## src/design/crs_pkg.sv

```systemverilog
// Shared types and constants for the Catmull-Rom spline evaluator.
// Used by crs_point_ram and catmull_rom_spline_eval; depends on nothing.
package crs_pkg;

  localparam int MAX_POINTS = 16;
  localparam int PT_IDX_W   = (MAX_POINTS > 1) ? $clog2(MAX_POINTS) : 1;
  localparam int NUM_AXES   = 3;
  localparam int NUM_TAPS   = 4;
  localparam int COORD_W    = 32;
  localparam int ALPHA_W    = 17;
  localparam int FRAC_W     = 16;
  localparam int CFG_W      = 5;
  localparam int IDX_IN_W   = 4;
  localparam int SEG_W      = ALPHA_W + CFG_W;
  localparam int SEG_INT_W  = SEG_W - FRAC_W;
  localparam int B_W        = COORD_W + 1;
  localparam int C_W        = COORD_W + 4;
  localparam int D_W        = COORD_W + 3;
  localparam int BT_W       = B_W + ALPHA_W + 1;
  localparam int CT_W       = C_W + ALPHA_W + 1;
  localparam int DT_W       = D_W + ALPHA_W + 1;
  localparam int ACC_W      = 54;
  localparam int OUT_SHIFT  = FRAC_W + 1;
  localparam int MIN_POINTS = 4;

  localparam logic [ALPHA_W-1:0] ONE_Q16 = ALPHA_W'(1) << FRAC_W;

  typedef enum logic {
    CMD_WRITE = 1'b0,
    CMD_EVAL  = 1'b1
  } crs_cmd_e;

  typedef logic signed [COORD_W-1:0] coord_t;
  typedef coord_t [NUM_AXES-1:0] point_t;

  typedef struct packed {
    crs_cmd_e              command;
    logic [IDX_IN_W-1:0]   point_index;
    logic signed [31:0]    x_in;
    logic signed [31:0]    y_in;
    logic signed [31:0]    z_in;
    logic [ALPHA_W-1:0]    alpha;
  } crs_req_t;

  typedef struct packed {
    logic signed [31:0] x_out;
    logic signed [31:0] y_out;
    logic signed [31:0] z_out;
  } crs_res_t;

endpackage

```

## src/design/crs_point_ram.sv

```systemverilog
// Control point store: one write port, one registered read port.
// Depends on crs_pkg for the point type and depth.
module crs_point_ram (
  input  logic                     clk_i,
  input  logic                     we_i,
  input  logic [crs_pkg::PT_IDX_W-1:0] waddr_i,
  input  crs_pkg::point_t          wdata_i,
  input  logic [crs_pkg::PT_IDX_W-1:0] raddr_i,
  output crs_pkg::point_t          rdata_o
);
  import crs_pkg::*;

  point_t mem_q [MAX_POINTS];

  always_ff @(posedge clk_i) begin
    if (we_i) begin
      mem_q[waddr_i] <= wdata_i;
    end
  end

  always_ff @(posedge clk_i) begin
    rdata_o <= mem_q[raddr_i];
  end

endmodule

```

## config.mk

```make
export PLATFORM = sky130hd
export DESIGN_NAME = crs_point_ram
export DESIGN_NICKNAME = d
export VERILOG_FILES = /design/src/design/crs_pkg.sv /design/src/design/crs_point_ram.sv
export SDC_FILE = /design/constraint.sdc
export NUM_CORES = 1
export LEC_CHECK = 0
export BUFFER_PORTS_ARGS = -buffer_cell sky130_fd_sc_hd__buf_2
export CELL_PAD_IN_SITES_DETAIL_PLACEMENT = 1
export CELL_PAD_IN_SITES_GLOBAL_PLACEMENT = 1
export CORE_UTILIZATION = 45
export CTS_BUF_LIST = sky130_fd_sc_hd__clkbuf_4
export DETAILED_ROUTE_END_ITERATION = 16
export PLACE_DENSITY_LB_ADDON = 0.05
export SLEW_MARGIN = 0
export SYNTH_ARGS = -nofsm -noshare
export SYNTH_HDL_FRONTEND = slang
export SYNTH_SLANG_ARGS = --single-unit
```

## constraint.sdc

```tcl
create_clock -name clk_i -period 10.4 [get_ports clk_i]
set_input_delay 1.04 -clock clk_i [delete_from_list [all_inputs] [get_ports clk_i]]
set_output_delay 1.04 -clock clk_i [all_outputs]
set_load 0.005 [all_outputs]
```

==> metrics <==
arithmetic-cell share of the synthesized area counting full adders, half adders and majority gates=0; maximum fanout along the worst path=110; share of flip-flops with an asynchronous set or reset=0; worst hold stages=1; DP HPWL=65300 um; hold_ws=0.191 ns; clock tree from TritonCTS=yes; total negative slack for setup checks=0 ns; FF+latch area=48000 um2; library cell with the highest instance count after synthesis=sky130_fd_sc_hd__edfxtp_1; distinct cell type count of the synthesized netlist=18; Avg Inst Size Synth=24.1 um2; dominant combinational cell family by area after synthesis=multiplexers; design area=68900 um2; main area contributors after synthesis=sky130_fd_sc_hd__edfxtp_1 (78%), sky130_fd_sc_hd__mux4_2 (15%), sky130_fd_sc_hd__dfxtp_1 (3.2%); area growth from synthesis to layout=16.1%; synthesized area=59400 um2; worst min path class=input port to flip-flop; Primary FF master, synth=sky130_fd_sc_hd__edfxtp_1; FILL cells=11700; hold worst-path end=mem_q[5][56]$_DFFE_PP_; cells traversed along the worst timing path=buf_8, buf_4, buf_12, mux4_2, a22oi_1, nand2_1; total number of yosys warnings=0; buffer levels on the longest clock path=4; total placed cells including tap cells=4319; RR Startpoint=mem_q[3][43]$_DFFE_PP_; R2R Setup Slk=8.96 ns; area share of xor/xnor cells in the synthesized design=0; post-CTS setup buffer count=0; final setup violation count=0; number of pins exceeding their max-slew limit in the final report=0; capture instance of the worst register-to-register path=rdata_o[43]$_DFF_P_; f_max=330 MHz; Post-Syn Nets=2566; Clock H-tree levels=5; clock transition time at the flip-flop clock pins of the worst setup and hold paths=0.07 ns; Max-cap violations=0; fraction of synthesized cell area taken by the top area cell type=0.777; multiplexer share of the synthesized area=0.146; minimum period implied by the final worst setup slack=3.03 ns; startpoint of the tightest hold check path=wdata_i[56]; First-pass DRT Iterations=5; number of global-route vias before repair=32000; final number of hold-violating endpoints=0; worst path arrival time=4.13 ns; worst vdd ir=0.124 mV; number of DRC violations after detailed-routing iteration 0=2207; starting density of the core=0.456; count of mapped cells out of synthesis=2460; multi-input gate area in the final layout=10700 um2; register bit total from synthesis=1632; Area after DPL=62500 um2; slowest stage delay, CP=0.85 ns; Detail Route Antenna Nets=0; wire length of the first global-routing pass=210000 um; leak pwr=22.8 nW; wire length per cell=27.7 um; number of vias after detailed routing=28700; cells on worst reg2reg path=3; All-Layer GR Usage=0.221; worst-path cell with the longest stage delay=sky130_fd_sc_hd__buf_4; overall die height=365 um; most frequent cells after synthesis=sky130_fd_sc_hd__edfxtp_1 (1536), sky130_fd_sc_hd__mux4_2 (384), sky130_fd_sc_hd__a22oi_1 (192); via/cell ratio=5.53; pin count of the biggest net entering global routing=111; Die ar.=133000 um2; library cell occupying the most area in the post-synthesis netlist=sky130_fd_sc_hd__edfxtp_1; wire length reported by the detailed router=144000 um; basic-gate share of the synthesized area counting and, or, nand and nor cells=0.00831; share of final-layout standard cells stronger than drive strength 1=0.392; Sinks on Clock Net=1632; Tightest Pin Transition=1.15 ns; Post-Layout Cell Count=5184; worst clock skew=0.0605 ns; Tcrit/Tclk final=0.292; Placer Congestion=0.698; clock latency on the worst-skew pair=1.26 ns; number of input and output port buffers inserted=201; Clock Tree Root=sky130_fd_sc_hd__clkbuf_4; number of flops mapped to enable cells by yosys=1536; DRC errors left=0; site row count=132; Worst slew margin=0.231; top-level I/O count=202; RSZ-0062 raised after global routing=false; Num CTS Buffers=432; classification of the worst setup path=input port to flip-flop; areal power density over the cells=198 nW/um2; critical path endpoint category=flip-flop; result of the run=completed; total number of nets in the final design=3200; launching element type of the critical path=input port; portion of the post-synthesis area used by sequential elements=0.809; Std-Cell Core Area=130000 um2; family with the most delay on the worst path=buffers and inverters; critical path data required time=11.50 ns; GR Overflow Total=0; share of the synthesized area in compound gates (AO/OA/AOI/OAI)=0.0243; x dimension of the die=365 um; Worst Path Buf+Inv=3; number of antenna violations at the first check in global routing=12
worst register-to-register path, cell delays in order (launching register included):
cell and delay, ns:
sky130_fd_sc_hd__edfxtp_1 0.38, sky130_fd_sc_hd__mux4_2 0.49, sky130_fd_sc_hd__a22oi_1 0.38, sky130_fd_sc_hd__nand2_1 0.09
cell type report:
cell class / instances / share of cell area
flip-flops and latches: 1632 / 0.697
multi-input cells: 699 / 0.156
clock buffers: 684 / 0.0745
repair buffers: 329 / 0.0340
well taps: 1742 / 0.0316
clock inverters: 93 / 0.00674
diodes: 5 / 0.000182
power breakdown:
group / total [W] / switching [W] / internal [W]
Combinational: 0.000650 / 0.000379 / 0.000271
Clock: 0.00558 / 0.00252 / 0.00306
Sequential: 0.00741 / 0.0000538 / 0.00735
Total: 0.0136 / 0.00295 / 0.0107
what timing repair did:
| action | CTS | global route |
|---|---|---|
| gates resized for setup | 0 | 0 |
| hold buffers | 83 | 0 |
| endpoints found under the hold margin | 1034 | 0 |
per-stage QoR:
stage / power, W / util / setup slack (ns)
floorplan: 0.00789 / - / 1.68
global placement: 0.00816 / 0.480 / 6.09
detailed placement: 0.00819 / 0.480 / 6.07
CTS: 0.0139 / 0.529 / 7.24
global route: 0.0142 / 0.529 / 7.31
finish: 0.0136 / 0.529 / 7.37
worst max-delay path by stage:
| stage | start | endpoint | slack [ns] | depth (start not counted) |
|---|---|---|---|---|
| 2_1_floorplan | waddr_i[2] | mem_q[0][0]$_DFFE_PP_ | 1.68 | 2 |
| 6_report | raddr_i[1] | rdata_o[83]$_DFF_P_ | 7.37 | 6 |
| 4_1_cts | rdata_o[24]$_DFF_P_ | rdata_o[24] | 7.24 | 1 |
| 5_1_grt | rdata_o[24]$_DFF_P_ | rdata_o[24] | 7.31 | 1 |
| 3_5_place_dp | raddr_i[1] | rdata_o[88]$_DFF_P_ | 6.07 | 6 |
| 3_3_place_gp | raddr_i[1] | rdata_o[77]$_DFF_P_ | 6.09 | 6 |
layout by cell type (no fill, tap or decap), types with 2 or more instances in the layout:
cell / synthesis / layout
sky130_fd_sc_hd__nand2_1: 97 / 97
sky130_fd_sc_hd__diode_2: 0 / 5
sky130_fd_sc_hd__buf_8: 0 / 2
sky130_fd_sc_hd__bufinv_16: 0 / 4
sky130_fd_sc_hd__clkinv_2: 0 / 8
sky130_fd_sc_hd__edfxtp_1: 1536 / 1536
sky130_fd_sc_hd__dfxtp_1: 96 / 96
sky130_fd_sc_hd__nor2_4: 0 / 13
sky130_fd_sc_hd__nand2b_1: 2 / 2
sky130_fd_sc_hd__nand3b_1: 2 / 2
sky130_fd_sc_hd__clkbuf_4: 0 / 684
sky130_fd_sc_hd__buf_4: 19 / 33
sky130_fd_sc_hd__dlygate4sd3_1: 0 / 83
sky130_fd_sc_hd__mux4_2: 384 / 384
sky130_fd_sc_hd__nor2b_4: 0 / 2
sky130_fd_sc_hd__buf_12: 0 / 12
sky130_fd_sc_hd__clkinv_1: 0 / 81
sky130_fd_sc_hd__nor3_2: 0 / 4
sky130_fd_sc_hd__a22oi_1: 192 / 192
sky130_fd_sc_hd__buf_2: 11 / 199
per-layer routing:
metal	vias up	track usage	routed length [um]
li1	12100	-	-
met1	15500	0.301	62500
met2	881	0.357	70900
met3	197	0.0513	8140
met4	12	0.0656	2060
met5	-	0	76
flip-flops by register name (all words and copies together) (netlist names):
register	count
mem_q	1536
rdata_o	96
kinds of logic after synthesis:
family,after synthesis
mux,384
simple gates,123
flops,1632
buf+inv,129
compound gates,192
Note: power is estimated with default switching activity, not from simulation.
